==> src/calendar_clock_counter_defines.svh <==
// Assertion macros for the calendar clock counter.
`ifndef CALENDAR_CLOCK_COUNTER_DEFINES_SVH
`define CALENDAR_CLOCK_COUNTER_DEFINES_SVH

`ifndef SYNTH
// Check an expression at every clock edge outside reset.
`define CCC_ASSERT_ALWAYS(label, expr, msg) \
    label: assert property (@(posedge clk) disable iff (!rst_n) (expr)) else $error(msg);
// Check that a condition leads to a consequence in the next cycle.
`define CCC_ASSERT_NEXT(label, ante, cons, msg) \
    label: assert property (@(posedge clk) disable iff (!rst_n) (ante) |=> (cons)) \
        else $error(msg);
`else
`define CCC_ASSERT_ALWAYS(label, expr, msg)
`define CCC_ASSERT_NEXT(label, ante, cons, msg)
`endif

`endif

==> src/ccc_pkg.sv <==
// Shared types, constants and the month length table for the calendar clock counter.
package ccc_pkg;

    localparam int YEAR_W    = 14;
    localparam int MONTH_W   = 4;
    localparam int DAY_W     = 5;
    localparam int HOUR_W    = 5;
    localparam int MINUTE_W  = 6;
    localparam int SECOND_W  = 6;
    localparam int WEEKDAY_W = 3;
    localparam int MASK_W    = 6;

    localparam logic [YEAR_W-1:0]    YEAR_MAX      = 14'd9999;
    localparam logic [YEAR_W-1:0]    RESET_YEAR    = 14'd1900;
    localparam logic [MONTH_W-1:0]   MONTH_FIRST   = 4'd1;
    localparam logic [MONTH_W-1:0]   MONTH_LAST    = 4'd12;
    localparam logic [DAY_W-1:0]     DAY_FIRST     = 5'd1;
    localparam logic [HOUR_W-1:0]    HOUR_LAST     = 5'd23;
    localparam logic [MINUTE_W-1:0]  MINUTE_LAST   = 6'd59;
    localparam logic [SECOND_W-1:0]  SECOND_LAST   = 6'd59;
    localparam logic [WEEKDAY_W-1:0] WEEKDAY_LAST  = 3'd6;
    localparam logic [WEEKDAY_W-1:0] RESET_WEEKDAY = 3'd1;

    localparam logic [DAY_W-1:0] DAYS_LONG  = 5'd31;
    localparam logic [DAY_W-1:0] DAYS_SHORT = 5'd30;
    localparam logic [DAY_W-1:0] DAYS_FEB   = 5'd28;
    localparam logic [DAY_W-1:0] DAYS_LEAP  = 5'd29;

    // Bit positions in the rollover mask.
    localparam int MASK_SECOND = 0;
    localparam int MASK_MINUTE = 1;
    localparam int MASK_HOUR   = 2;
    localparam int MASK_DAY    = 3;
    localparam int MASK_MONTH  = 4;
    localparam int MASK_YEAR   = 5;

    typedef enum logic {
        CMD_TICK = 1'b0,
        CMD_LOAD = 1'b1
    } cmd_t;

    typedef struct packed {
        logic [YEAR_W-1:0]    year;
        logic [MONTH_W-1:0]   month;
        logic [DAY_W-1:0]     day;
        logic [HOUR_W-1:0]    hour;
        logic [MINUTE_W-1:0]  minute;
        logic [SECOND_W-1:0]  second;
        logic [WEEKDAY_W-1:0] weekday;
    } time_t;

    typedef struct packed {
        cmd_t  command;
        time_t load_time;
    } in_word_t;

    typedef struct packed {
        time_t             time_next;
        logic [MASK_W-1:0] mask;
        logic              rejected;
    } step_t;

    // Any month outside the 31 and 30 day lists counts as February.
    function automatic logic [DAY_W-1:0] month_length(
        input logic [MONTH_W-1:0] month,
        input logic [YEAR_W-1:0]  year
    );
        case (month)
            4'd1, 4'd3, 4'd5, 4'd7, 4'd8, 4'd10, 4'd12: return DAYS_LONG;
            4'd4, 4'd6, 4'd9, 4'd11:                    return DAYS_SHORT;
            default: return (year[1:0] == 2'b00) ? DAYS_LEAP : DAYS_FEB;
        endcase
    endfunction

endpackage

==> src/ccc_in_stage.sv <==
// Input register stage: hold one accepted word until the step logic takes it.
module ccc_in_stage
    import ccc_pkg::*;
(
    input  logic     clk,
    input  logic     rst_n,
    input  logic     in_valid,
    output logic     in_ready,
    input  in_word_t in_word,
    input  logic     advance,
    output logic     word_valid,
    output in_word_t word
);

    logic     valid_reg;
    logic     valid_next;
    in_word_t word_reg;

    assign in_ready   = !valid_reg || advance;
    assign word_valid = valid_reg;
    assign word       = word_reg;

    always_comb
    begin
        valid_next = valid_reg;
        if (in_ready)
        begin
            valid_next = in_valid;
        end
    end

    always_ff @(posedge clk or negedge rst_n)
    begin
        if (!rst_n)
        begin
            valid_reg <= 1'b0;
        end
        else
        begin
            valid_reg <= valid_next;
        end
    end

    always_ff @(posedge clk)
    begin
        if (in_ready && in_valid)
        begin
            word_reg <= in_word;
        end
    end

endmodule

==> src/ccc_step.sv <==
// Next-time logic: one-second carry chain and load validity check.
module ccc_step
    import ccc_pkg::*;
(
    input  in_word_t          word,
    input  time_t             time_now,
    input  logic [YEAR_W-1:0] min_year,
    output step_t             step
);

    always_comb
    begin
        time_t             t;
        time_t             ld;
        logic [MASK_W-1:0] mask;
        logic              load_ok;

        t       = time_now;
        ld      = word.load_time;
        mask    = '0;
        load_ok = 1'b0;

        if (word.command == CMD_TICK)
        begin
            // Compare against the last value so the increment never wraps.
            mask[MASK_SECOND] = 1'b1;
            if (t.second >= SECOND_LAST)
            begin
                t.second          = '0;
                mask[MASK_MINUTE] = 1'b1;
                if (t.minute >= MINUTE_LAST)
                begin
                    t.minute        = '0;
                    mask[MASK_HOUR] = 1'b1;
                    if (t.hour >= HOUR_LAST)
                    begin
                        t.hour         = '0;
                        mask[MASK_DAY] = 1'b1;
                        t.weekday      = (t.weekday >= WEEKDAY_LAST) ? '0 : t.weekday + 1'b1;
                        if (t.day >= month_length(t.month, t.year))
                        begin
                            t.day            = DAY_FIRST;
                            mask[MASK_MONTH] = 1'b1;
                            if (t.month >= MONTH_LAST)
                            begin
                                t.month = MONTH_FIRST;
                                if (t.year < YEAR_MAX)
                                begin
                                    t.year          = t.year + 1'b1;
                                    mask[MASK_YEAR] = 1'b1;
                                end
                            end
                            else
                            begin
                                t.month = t.month + 1'b1;
                            end
                        end
                        else
                        begin
                            t.day = t.day + 1'b1;
                        end
                    end
                    else
                    begin
                        t.hour = t.hour + 1'b1;
                    end
                end
                else
                begin
                    t.minute = t.minute + 1'b1;
                end
            end
            else
            begin
                t.second = t.second + 1'b1;
            end
        end
        else
        begin
            load_ok = (ld.year >= min_year) && (ld.year <= YEAR_MAX)
                   && (ld.month >= MONTH_FIRST) && (ld.month <= MONTH_LAST)
                   && (ld.day >= DAY_FIRST) && (ld.day <= month_length(ld.month, ld.year))
                   && (ld.hour <= HOUR_LAST) && (ld.minute <= MINUTE_LAST)
                   && (ld.second <= SECOND_LAST) && (ld.weekday <= WEEKDAY_LAST);
            if (load_ok)
            begin
                t = ld;
            end
        end

        step.time_next = t;
        step.mask      = mask;
        step.rejected  = (word.command == CMD_LOAD) && !load_ok;
    end

endmodule

==> src/calendar_clock_counter.sv <==
// Calendar clock counter top level: time registers, result register and handshakes.
//
// Usage: each word on the input channel (in_valid / in_ready) is either a
// one-second tick (command 0) or a load of the full time from the new_*
// fields (command 1). Every word yields exactly one result word on the
// output channel (out_valid / out_ready): the time after the step, the
// rollover mask of the fields a tick changed, and load_rejected for a load
// that failed the range check (year below min_year or above 9999, bad
// month, day beyond the month, hour, minute, second or weekday too large).
// A word accepted on the input channel waits in the input register, passes
// through the step logic and is captured in the result register, which sets
// out_valid. Throughput: one word per cycle while out_ready stays high;
// the carry chain from seconds to years is a single pass of logic between
// the input register and the result register.
// min_year is written through min_year_we / min_year_wdata while idle.
// Reset: time goes to 1900-01-01 00:00:00, Monday; min_year to 1900; both
// channels empty. A stalled receiver holds the result register, the input
// register then fills and in_ready drops until out_ready returns.
`include "calendar_clock_counter_defines.svh"

module calendar_clock_counter
    import ccc_pkg::*;
(
    input  logic                 clk,
    input  logic                 rst_n,
    // configuration
    input  logic                 min_year_we,
    input  logic [YEAR_W-1:0]    min_year_wdata,
    // input channel
    input  logic                 in_valid,
    output logic                 in_ready,
    input  logic                 command,
    input  logic [YEAR_W-1:0]    new_year,
    input  logic [MONTH_W-1:0]   new_month,
    input  logic [DAY_W-1:0]     new_day,
    input  logic [HOUR_W-1:0]    new_hour,
    input  logic [MINUTE_W-1:0]  new_minute,
    input  logic [SECOND_W-1:0]  new_second,
    input  logic [WEEKDAY_W-1:0] new_weekday,
    // output channel
    output logic                 out_valid,
    input  logic                 out_ready,
    output logic [YEAR_W-1:0]    year,
    output logic [MONTH_W-1:0]   month,
    output logic [DAY_W-1:0]     day,
    output logic [HOUR_W-1:0]    hour,
    output logic [MINUTE_W-1:0]  minute,
    output logic [SECOND_W-1:0]  second,
    output logic [WEEKDAY_W-1:0] weekday,
    output logic [MASK_W-1:0]    rollover_mask,
    output logic                 load_rejected
);

    in_word_t          in_word;
    in_word_t          word;
    logic              word_valid;
    logic              advance;
    step_t             step;

    logic [YEAR_W-1:0] min_year_reg;
    time_t             time_reg;
    logic              out_valid_reg;
    logic              out_valid_next;
    step_t             result_reg;

    // Pack the input fields into one word.
    assign in_word.command             = cmd_t'(command);
    assign in_word.load_time.year      = new_year;
    assign in_word.load_time.month     = new_month;
    assign in_word.load_time.day       = new_day;
    assign in_word.load_time.hour      = new_hour;
    assign in_word.load_time.minute    = new_minute;
    assign in_word.load_time.second    = new_second;
    assign in_word.load_time.weekday   = new_weekday;

    ccc_in_stage u_in_stage (
        .clk        (clk),
        .rst_n      (rst_n),
        .in_valid   (in_valid),
        .in_ready   (in_ready),
        .in_word    (in_word),
        .advance    (advance),
        .word_valid (word_valid),
        .word       (word)
    );

    ccc_step u_step (
        .word     (word),
        .time_now (time_reg),
        .min_year (min_year_reg),
        .step     (step)
    );

    // Move the held word on whenever the result register is free or draining.
    assign advance = word_valid && (!out_valid_reg || out_ready);

    always_comb
    begin
        out_valid_next = out_valid_reg;
        if (advance)
        begin
            out_valid_next = 1'b1;
        end
        else if (out_ready)
        begin
            out_valid_next = 1'b0;
        end
    end

    // Hold the configuration and the running time; update time as each word passes.
    always_ff @(posedge clk or negedge rst_n)
    begin
        if (!rst_n)
        begin
            min_year_reg     <= RESET_YEAR;
            time_reg.year    <= RESET_YEAR;
            time_reg.month   <= MONTH_FIRST;
            time_reg.day     <= DAY_FIRST;
            time_reg.hour    <= '0;
            time_reg.minute  <= '0;
            time_reg.second  <= '0;
            time_reg.weekday <= RESET_WEEKDAY;
            out_valid_reg    <= 1'b0;
        end
        else
        begin
            if (min_year_we)
            begin
                min_year_reg <= min_year_wdata;
            end
            if (advance)
            begin
                time_reg <= step.time_next;
            end
            out_valid_reg <= out_valid_next;
        end
    end

    // Result payload needs no reset; capture it with the time update.
    always_ff @(posedge clk)
    begin
        if (advance)
        begin
            result_reg <= step;
        end
    end

    assign out_valid     = out_valid_reg;
    assign year          = result_reg.time_next.year;
    assign month         = result_reg.time_next.month;
    assign day           = result_reg.time_next.day;
    assign hour          = result_reg.time_next.hour;
    assign minute        = result_reg.time_next.minute;
    assign second        = result_reg.time_next.second;
    assign weekday       = result_reg.time_next.weekday;
    assign rollover_mask = result_reg.mask;
    assign load_rejected = result_reg.rejected;

    // A passing word must land in the result register.
    `CCC_ASSERT_NEXT(a_advance_fills, advance, out_valid_reg, "word lost on advance")
    // A refused load never reports rollover.
    `CCC_ASSERT_ALWAYS(a_reject_no_mask,
        !(out_valid_reg && result_reg.rejected && (result_reg.mask != '0)),
        "rejected load with rollover mask")
    // The mask is empty or a run of ones starting at the second.
    `CCC_ASSERT_ALWAYS(a_mask_chain,
        !out_valid_reg || ((result_reg.mask & (result_reg.mask + 6'd1)) == '0),
        "broken rollover chain")
    // The running time stays in range.
    `CCC_ASSERT_ALWAYS(a_time_range,
        (time_reg.second <= SECOND_LAST) && (time_reg.minute <= MINUTE_LAST)
            && (time_reg.hour <= HOUR_LAST) && (time_reg.weekday <= WEEKDAY_LAST)
            && (time_reg.year <= YEAR_MAX),
        "time field out of range")

endmodule

==> config.mk <==
export PLATFORM = sky130hd
export DESIGN_NAME = calendar_clock_counter
export DESIGN_NICKNAME = d
export VERILOG_FILES = /design/src/ccc_pkg.sv /design/src/ccc_in_stage.sv /design/src/ccc_step.sv /design/src/calendar_clock_counter.sv
export VERILOG_INCLUDE_DIRS = /design/src /design/src/src
export SDC_FILE = /design/constraint.sdc
export NUM_CORES = 1
export LEC_CHECK = 0
export ABC_AREA = 1
export BUFFER_PORTS_ARGS = -buffer_cell sky130_fd_sc_hd__buf_2
export CAP_MARGIN = 20
export CORE_MARGIN = 4
export CORE_UTILIZATION = 25
export CTS_BUF_LIST = sky130_fd_sc_hd__clkbuf_16
export CTS_CLUSTER_SIZE = 14
export DETAILED_ROUTE_END_ITERATION = 6
export GPL_ROUTABILITY_DRIVEN = 0
export GPL_TIMING_DRIVEN = 1
export SLEW_MARGIN = 20
export SYNTH_ARGS = -nofsm -noshare
export SYNTH_HDL_FRONTEND = slang
export SYNTH_HIERARCHICAL = 1
export SYNTH_SLANG_ARGS = --single-unit
export TNS_END_PERCENT = 30
==> constraint.sdc <==
create_clock -name clk -period 13.5 [get_ports clk]
set_input_delay 2.025 -clock clk [delete_from_list [all_inputs] [get_ports clk]]
set_output_delay 2.025 -clock clk [all_outputs]
set_load 0.05 [all_outputs]
==> flow_metrics.py, run 1 <==
metrics = {
    "run_status": {
        "status": "finished clean",
    },
    "global_route": {
        "grt_antenna_before_repair": 1,
        "grt.overflow.total": 0,
        "grt_max_degree": 60,
        "grt_pass1_vias": 6628,
        "grt_pass1_wl_um": 35800,
        "grt_util_all_layers_pct": 12.4,
    },
    "synthesis": {
        "syn_area_um2": 8480,
        "synth_top_area_share_pct": 33.3,
        "yosysUniqueCellTypes": 41,
        "syn_nets": 1101,
        "synth_area_leaders": "edfxtp_1 33%, nand2_1 13%, dfrtp_1 12%",
        "synthCells": 1008,
        "synth_edf_count": 94,
        "syn_area_per_cell_um2": 8.42,
        "synth_top_cell_by_area": "edfxtp_1",
        "ys_ff_latch": 153,
        "yosysWarnings": 6,
        "synth_flop_cell": "edfxtp_1",
        "seq_area_frac_synth_pct": 50.9,
        "async_flop_share_pct": 38.6,
    },
    "pwr": {
        "switchingPower_uw": 811,
        "power.leakage_nw": 4.76,
        "clockPowerShare_pct": 23.5,
        "ir_worst_vdd_mv": 0.0786,
        "intPower_mw": 1.11,
        "p_per_area_nw_per_um2": 193,
        "switching_share_pct": 42.3,
        "combPwrFrac_pct": 36.5,
        "p_seq_share_pct": 40.1,
    },
    "min_path": {
        "hold_path_class": "flip-flop to flip-flop",
        "holdPathEnd": "min_year_reg[10]",
        "hold_path_startpoint": "min_year_reg[10]",
        "hold_path_depth": 2,
    },
    "detailed_routing": {
        "wl_per_cell_um": 14.4,
        "first_pass_iters": 5,
        "vias": 6995,
        "via_per_inst": 4.46,
        "routed_wl_um": 22500,
        "ant_nets": 0,
        "route.detailed.drc": 0,
        "drt-initial-drc-count": 553,
    },
    "finish": {
        "stdcell_count": 1568,
        "drive_gt1_share_pct": 17.0,
        "final_area_um2": 9940,
        "largest_register_ffs": 44,
        "antennaDiodeCount": 0,
        "synthToLayoutAreaGrowth_pct": 17.2,
        "final_common_cell": "nand2_1",
        "nets": 1200,
        "final_cell_mix": "296 x nand2_1, 191 x nand3_1, 141 x inv_1",
    },
    "timing": {
        "worstMarginPinSlew_ps": 941,
        "period_share_pct": 42.3,
        "slew_headroom_pct": 37.1,
        "fin_crit_ps": 5710,
        "fmax_ghz": 0.175,
        "setup_viol": 0,
        "slew_violations": 0,
        "grt_setup_unrepaired": "no",
        "report.final.hold_viol_count": 0,
        "tns_ps": 0,
        "fin_ws_ps": 7790,
        "skew_ps": 7.33,
    },
    "setup_path": {
        "r2r_cells": 18,
        "cp_data_arrival_time_ps": 3680,
        "startpoint_type": "primary input",
        "crit_fanout": 45,
        "crit_path_end_kind": "primary output",
        "r2r-end": "time_reg[22]",
        "r2r_start": "u_in_stage/word[25]",
        "crit_type": "primary input to primary output",
        "critPathRequiredTime_ps": 11480,
        "ff2ff_setup_slack_ps": 10080,
    },
    "cts": {
        "cts_max_path_buffers": 2,
        "clk_latency_ps": 430,
        "tritoncts": "yes",
        "path_clk_slew_ps": 60,
        "cts_resized": 0,
        "postCtsSetupBuffers": 0,
        "cts-root-buf": "clkbuf_16",
        "numCtsBuffers": 17,
        "clkSinkCount": 153,
        "htree_num_levels": 4,
        "cts_hold_buf": 0,
    },
    "job": {
        "maxCapViolations": 0,
    },
    "die": {
        "coreArea_um2": 33500,
        "start_util_pct": 25.3,
        "rows": 67,
        "die_y_um": 192,
        "dieArea_um2": 36900,
        "io-pin-count": 115,
        "die_w_um": 192,
    },
    "placement": {
        "hpwlAfterDp_um": 16300,
        "post-place-cells": 1536,
        "pre_cts_slack_ps": 7790,
        "place_area_um2": 9390,
        "port_buffers": 114,
    },
}
==> Yosys cell counts (all sizes together), types with 2 or more instances <==
master and instances:
ha 30, o211ai 7, a21oi 9, nor3 10
nand3b 2, dfrtp 42, nand4 13, clkbuf 3
xor2 2, nor2 61, a32oi 2, o21ai 30
buf 37, edfxtp 94, nand3 195, inv 143
nand2 301, dfstp 17
==> cell families (layout without fill, tap and decap cells) <==
kind of cell,Yosys count,count (layout),share of synthesized area (%)
adder cells (fa/ha/maj),30,30,4.42
AO/OA/AOI/OAI,53,53,3.78
buffers and inverters,184,296,9.63
flip-flops,153,153,50.9
XOR/XNOR,2,2,0.207
AND/OR/NAND/NOR,586,586,31.0
==> stage by stage <==
step | hold WS [ps] | utilization [%] | total power, mW
after floorplan | 442 | - | 1.30
after global placement | 455 | 28.0 | 1.46
after detailed placement | 462 | 28.0 | 1.48
after CTS | 472 | 29.7 | 1.94
after global routing | 498 | 29.7 | 2.06
final | 468 | 29.7 | 1.92
==> power by group through the flow <==
| stage | clock network (mW) | logic (mW) | registers, mW |
|---|---|---|---|
| after detailed placement | 0 | 0.700 | 0.778 |
| final | 0.450 | 0.700 | 0.769 |
| after CTS | 0.465 | 0.702 | 0.771 |
| after global placement | 0 | 0.684 | 0.779 |
| after global routing | 0.484 | 0.785 | 0.789 |
| after floorplan | 0 | 0.389 | 0.912 |
==> worst max-delay path by stage <==
| stage | startpoint | endpoint | slack (ps) | depth (start not counted) |
|---|---|---|---|---|
| after global routing | out_ready | in_ready | 7690 | 8 |
| final | out_ready | in_ready | 7790 | 8 |
| after detailed placement | out_ready | in_ready | 7790 | 8 |
| after global placement | out_ready | in_ready | 7800 | 8 |
| after CTS | out_ready | in_ready | 7780 | 8 |
| after floorplan | out_ready | u_in_stage/word[0] | 7320 | 7 |
==> cell type report <==
| type | count | area (µm²) |
|---|---|---|
| Fill cell | 3622 | 23600 |
| Sequential cell | 153 | 4320 |
| Multi-Input combinational cell | 671 | 3360 |
| Timing Repair Buffer | 120 | 616 |
| Tap cell | 448 | 561 |
| Inverter | 144 | 541 |
| Clock buffer | 17 | 425 |
| Clock inverter | 15 | 125 |
==> layer usage <==
metal | GRT usage (%) | routed length [µm] | vias up | part of all wire, %
met5 | 0 | 7 | - | 0.031
met4 | 4.00 | 377 | 2 | 1.7
met3 | 2.40 | 1080 | 28 | 4.8
met2 | 19.3 | 10200 | 201 | 45
met1 | 17.3 | 10800 | 3267 | 48
li1 | - | - | 3497 | -
==> worst max-delay path, stage by stage <==
cell and delay (ps):
buf_2 80, inv_2 30, nand2_4 400, nand2_4 470, inv_2 160, inv_1 90, nand2_1 100, buf_2 280
No activity file was read; power rests on OpenSTA's default activity.
==> run 2: changes to the inputs <==
==> constraint.sdc (replaced) <==
create_clock -name clk -period 5.6 [get_ports clk]
set_input_delay 0.84 -clock clk [delete_from_list [all_inputs] [get_ports clk]]
set_output_delay 0.84 -clock clk [all_outputs]
set_load 0.05 [all_outputs]
==> run 2 against run 1 <==
  * Global-route usage is essentially flat
  * Non-clock buffer count is the same
  * Total power grew 150%
  * Worst setup slack lost 5600 ps
  * Critical path type is now flip-flop to flip-flop
  * Largest power group unchanged
==> flow_metrics.py, run 2 (synthesis results as in run 1) <==
metrics = {
    "run_status": {
        "status": "finished clean",
    },
    "setup_path": {
        "ff2ff_setup_slack_ps": 2230,
        "crit_type": "flip-flop to flip-flop",
        "slowest_delay_ps": 720,
        "cp_common_cell": "nand2_1",
        "r2r_start": "u_in_stage/word[25]",
        "cp_data_arrival_time_ps": 3740,
        "startpoint_type": "flip-flop",
        "critPathBufInv": 2,
        "path_delay_family": "simple AND/OR/NAND/NOR gates",
        "critPathRequiredTime_ps": 5970,
        "crit_slowest_cell": "nor2_4",
        "crit_path_end_kind": "flip-flop",
        "cp-startpoint": "u_in_stage/word[25]",
        "cp_cell_sequence": "inv_2 -> nand2_1 -> nand2_1 -> nand2_1 -> a211oi_1 -> ha_1 -> nand2_1 -> inv_1 -> nor2_1 -> nand2_1 -> nand3b_4 -> nor2_4 -> nand2_4 -> nand2_1 -> nand3_1 -> nand2_1 -> nand3_1 -> nand2_1",
        "crit_fanout": 45,
    },
    "detailed_routing": {
        "ant_nets": 0,
        "routed_wl_um": 22600,
        "vias": 6962,
        "wl_per_cell_um": 14.4,
        "drt-initial-drc-count": 578,
        "first_pass_iters": 5,
        "route.detailed.drc": 0,
        "via_per_inst": 4.44,
    },
    "min_path": {
        "hold_path_startpoint": "min_year_reg[10]",
        "hold_path_class": "flip-flop to flip-flop",
    },
    "finish": {
        "final_cell_mix": "296 x nand2_1, 191 x nand3_1, 142 x inv_1",
        "drive_gt1_share_pct": 17.0,
        "nets": 1200,
        "final_common_cell": "nand2_1",
        "largest_register_ffs": 44,
        "synthToLayoutAreaGrowth_pct": 18.2,
        "antennaDiodeCount": 0,
        "fin_util_pct": 29.9,
    },
    "global_route": {
        "grt.met2_usage_pct": 19.3,
        "grt.overflow.total": 0,
        "grt_pass1_wl_um": 35500,
        "grt.busiest_layer": "met2",
        "grt_util_all_layers_pct": 12.3,
        "grt_pass1_vias": 6669,
        "grt_antenna_before_repair": 0,
        "met1_usage_pct": 17.2,
        "grt_max_degree": 60,
        "met3_usage_pct": 2.18,
    },
    "die": {
        "io-pin-count": 115,
        "die_y_um": 192,
        "dieArea_um2": 36900,
        "start_util_pct": 25.3,
        "coreArea_um2": 33500,
        "rows": 67,
        "die_w_um": 192,
    },
    "job": {
        "maxCapViolations": 0,
    },
    "cts": {
        "clkSinkCount": 153,
        "path_clk_slew_ps": 60,
        "clk_latency_ps": 430,
        "numCtsBuffers": 17,
        "cts-root-buf": "clkbuf_16",
        "htree_num_levels": 4,
        "cts_hold_buf": 0,
        "postCtsSetupBuffers": 0,
        "cts_max_path_buffers": 2,
        "tritoncts": "yes",
        "cts_resized": 0,
    },
    "timing": {
        "slew_headroom_pct": 39.3,
        "worstMarginPinSlew_ps": 908,
        "slew_violations": 0,
        "fin_crit_ps": 3370,
        "grt_setup_unrepaired": "no",
        "fin_ws_ps": 2230,
        "fmax_ghz": 0.297,
        "tns_ps": 0,
        "skew_ps": 7.73,
        "report.final.hold_viol_count": 0,
        "period_share_pct": 60.2,
        "setup_viol": 0,
    },
    "placement": {
        "pre_cts_slack_ps": 2210,
        "hpwlAfterDp_um": 16300,
        "port_buffers": 114,
    },
    "pwr": {
        "ir_worst_vdd_mv": 0.156,
        "power.leakage_nw": 4.80,
        "p_per_area_nw_per_um2": 477,
    },
}
-- run 2: cell types whose count changed in the layout (fill, tap and decap cells not counted), sizes merged --
cell | before | now
bufinv | 1 | 5
clkinv | 7 | 6
inv | 148 | 145
-- run 2: final cells by class --
class / instances / area (µm²)
Clock buffer: 17 / 425
Clock inverter: 15 / 210
Fill cell: 3598 / 23500
Inverter: 144 / 541
Multi-Input combinational cell: 671 / 3360
Sequential cell: 153 / 4320
Tap cell: 448 / 561
Timing Repair Buffer: 120 / 616
-- run 2: through the flow --
step / cell area, µm² / instances / total power, mW / hold slack (ps)
after floorplan: 8480 / 1008 / 3.14 / 442
after global placement: 9390 / 1536 / 3.52 / 455
after detailed placement: 9390 / 1536 / 3.56 / 464
after CTS: 10000 / 1568 / 4.82 / 477
after global routing: 10000 / 1568 / 5.11 / 496
final: 10000 / 1568 / 4.78 / 470
-- run 2: power by group --
group	switching [mW]	internal, mW	total, mW
combinational	1.21	0.463	1.67
sequential	0.267	1.60	1.86
clock	0.461	0.783	1.24
-- run 2: worst paths after layout --
kind,to,depth (start not counted)
worst max-delay path,time_reg[26],18
max in group asynchronous,min_year_reg[4],2
min in group asynchronous,u_in_stage/word_valid,2
worst min-delay path,min_year_reg[10],2
worst max register to register,time_reg[26],18
worst min register to register,min_year_reg[10],2
-- run 2: worst min-delay path: stages (launching register included) --
cell	delay, ps
dfstp_2	370
inv_1	40
o21ai_0	60
-- run 2: per-layer routing --
layer / share of wire (%) / wire length (µm)
met5: 0 / 0
met4: 2.0 / 454
met3: 4.4 / 985
met2: 46 / 10300
met1: 48 / 10800
==> run 3: changes to the inputs <==
==> constraint.sdc (replaced) <==
create_clock -name clk -period 3.1 [get_ports clk]
set_input_delay 0.465 -clock clk [delete_from_list [all_inputs] [get_ports clk]]
set_output_delay 0.465 -clock clk [all_outputs]
set_load 0.05 [all_outputs]
==> run 3 against run 2 <==
  * Clock-buffer cell count did not move
  * Die area did not move
  * Critical path type unchanged
  * Combinational power rose by 87%
  * First-iteration DRC count fell by 7.6%
  * Clock skew rose by 2.2 ps
  * Critical path depth fell by 4
  * Critical endpoint is now year[6]
==> flow_metrics.py, run 3 (synthesis results as in run 1) <==
metrics = {
    "timing": {
        "fin_ws_ps": 197,
        "fmax_ghz": 0.344,
        "worstMarginPinSlew_ps": 892,
        "timing.hold.ws_ps": 102,
        "slew_headroom_pct": 40.2,
        "skew_ps": 9.93,
        "tns_ps": 0,
        "fin_crit_ps": 2900,
        "period_share_pct": 93.7,
        "slew_violations": 0,
        "setup_viol": 0,
        "report.final.hold_viol_count": 0,
    },
    "cts": {
        "cts_hold_buf": 0,
        "path_clk_slew_ps": 70,
        "cts-root-buf": "clkbuf_16",
        "clkSinkCount": 153,
        "numCtsBuffers": 17,
        "htree_num_levels": 4,
        "tritoncts": "yes",
        "clk_latency_ps": 430,
        "cts_max_path_buffers": 2,
    },
    "setup_path": {
        "crit_path_end": "year[6]",
        "startpoint_type": "flip-flop",
        "ff2ff_setup_slack_ps": 200,
        "critPathBufInv": 1,
        "r2r_start": "time_reg[25]",
        "r2r_cells": 14,
        "cp-startpoint": "time_reg[25]",
        "path_depth": 14,
        "crit_type": "flip-flop to flip-flop",
        "cp_data_arrival_time_ps": 3090,
        "crit_slowest_cell": "dfstp_2",
        "critPathRequiredTime_ps": 3280,
        "slowest_delay_ps": 570,
        "r2r-end": "year[6]",
        "cp_cell_sequence": "inv_1 -> ha_1 -> nor2_1 -> nor2_1 -> a221oi_2 -> o211ai_1 -> ha_1 -> o21ai_0 -> nand2_2 -> nand3_4 -> nor2_2 -> nand4_1 -> nand3_1 -> nand2_1",
        "crit_path_end_kind": "flip-flop",
        "path_delay_family": "simple AND/OR/NAND/NOR gates",
        "crit_fanout": 6,
    },
    "pwr": {
        "ir_worst_vdd_mv": 0.329,
        "power.leakage_nw": 4.82,
        "finalPower_mw": 8.59,
        "p_per_area_nw_per_um2": 847,
    },
    "placement": {
        "post-place-cells": 1542,
        "pre_cts_slack_ps": 44.8,
        "port_buffers": 114,
        "place_area_um2": 9470,
        "hpwlAfterDp_um": 16800,
    },
    "finish": {
        "nets": 1210,
        "final_common_cell": "nand2_1",
        "nFillCells": 3610,
        "final_cell_mix": "293 x nand2_1, 191 x nand3_1, 142 x inv_1",
        "synthToLayoutAreaGrowth_pct": 19.5,
        "antennaDiodeCount": 0,
        "drive_gt1_share_pct": 18.1,
        "stdcell_count": 1578,
        "fin_util_pct": 30.2,
        "final_area_um2": 10100,
        "largest_register_ffs": 44,
    },
    "global_route": {
        "grt.overflow.total": 0,
        "grt_pass1_vias": 6782,
        "grt_util_all_layers_pct": 12.9,
        "grt_antenna_before_repair": 0,
        "grt_pass1_wl_um": 37000,
        "grt_max_degree": 53,
    },
    "min_path": {
        "hold_path_class": "primary input to asynchronous set/reset pin",
    },
    "die": {
        "io-pin-count": 115,
        "start_util_pct": 25.3,
        "dieArea_um2": 36900,
        "die_w_um": 192,
        "coreArea_um2": 33500,
        "die_y_um": 192,
        "rows": 67,
    },
    "detailed_routing": {
        "via_per_inst": 4.50,
        "drt-initial-drc-count": 534,
        "wl_per_cell_um": 14.9,
        "route.detailed.drc": 0,
        "routed_wl_um": 23500,
        "ant_nets": 0,
        "vias": 7102,
        "first_pass_iters": 6,
    },
    "job": {
        "maxCapViolations": 0,
    },
    "run_status": {
        "status": "finished clean",
    },
}
## run 3: power breakdown
group	internal, mW	leakage (nW)	switching (mW)
registers	2.88	1.64	0.479
logic	0.892	2.91	2.24
clock network	1.25	0.278	0.845
## run 3: worst register-to-register path: stages, from the launching register on
cell	delay [ps]
dfstp_2	570
inv_1	80
ha_1	220
nor2_1	110
nor2_1	60
a221oi_2	210
o211ai_1	130
ha_1	290
o21ai_0	90
nand2_2	150
nand3_4	150
nor2_2	260
nand4_1	120
nand3_1	100
nand2_1	90
## run 3: cell type report
type                            instances  area (µm²)  area share, %
Timing Repair Buffer                  129         721           7.11
Clock buffer                           17         425           4.20
Clock inverter                         15         161           1.59
Tap cell                              448         561           5.53
Multi-Input combinational cell        672        3400           33.6
Sequential cell                       153        4320           42.6
Inverter                              144         544           5.37
## run 3: worst min path at each step
stage | slack [ps] | to | depth (start not counted) | start
floorplan | 170 | min_year_reg[0] | 0 | rst_n
global placement | 460 | time_reg[24] | 2 | time_reg[24]
detailed placement | 460 | time_reg[19] | 2 | time_reg[19]
CTS | 110 | time_reg[14] | 1 | rst_n
global route | 150 | time_reg[5] | 1 | rst_n
finish | 100 | time_reg[14] | 1 | rst_n
## run 3: timing repair
item / in CTS / in global routing
resized for setup: 0 / 9
setup endpoints to repair: 0 / 45
hold endpoints to repair: 0 / 0
setup buffers: 0 / 3
## run 3: per-layer routing
| layer | global-route usage, % | up-vias | wire length, µm |
|---|---|---|---|
| met5 | 0 | - | 0 |
| met4 | 4.64 | 0 | 467 |
| met3 | 2.38 | 31 | 1270 |
| met2 | 20.0 | 237 | 10700 |
| met1 | 17.9 | 3318 | 11100 |
| li1 | - | 3516 | - |
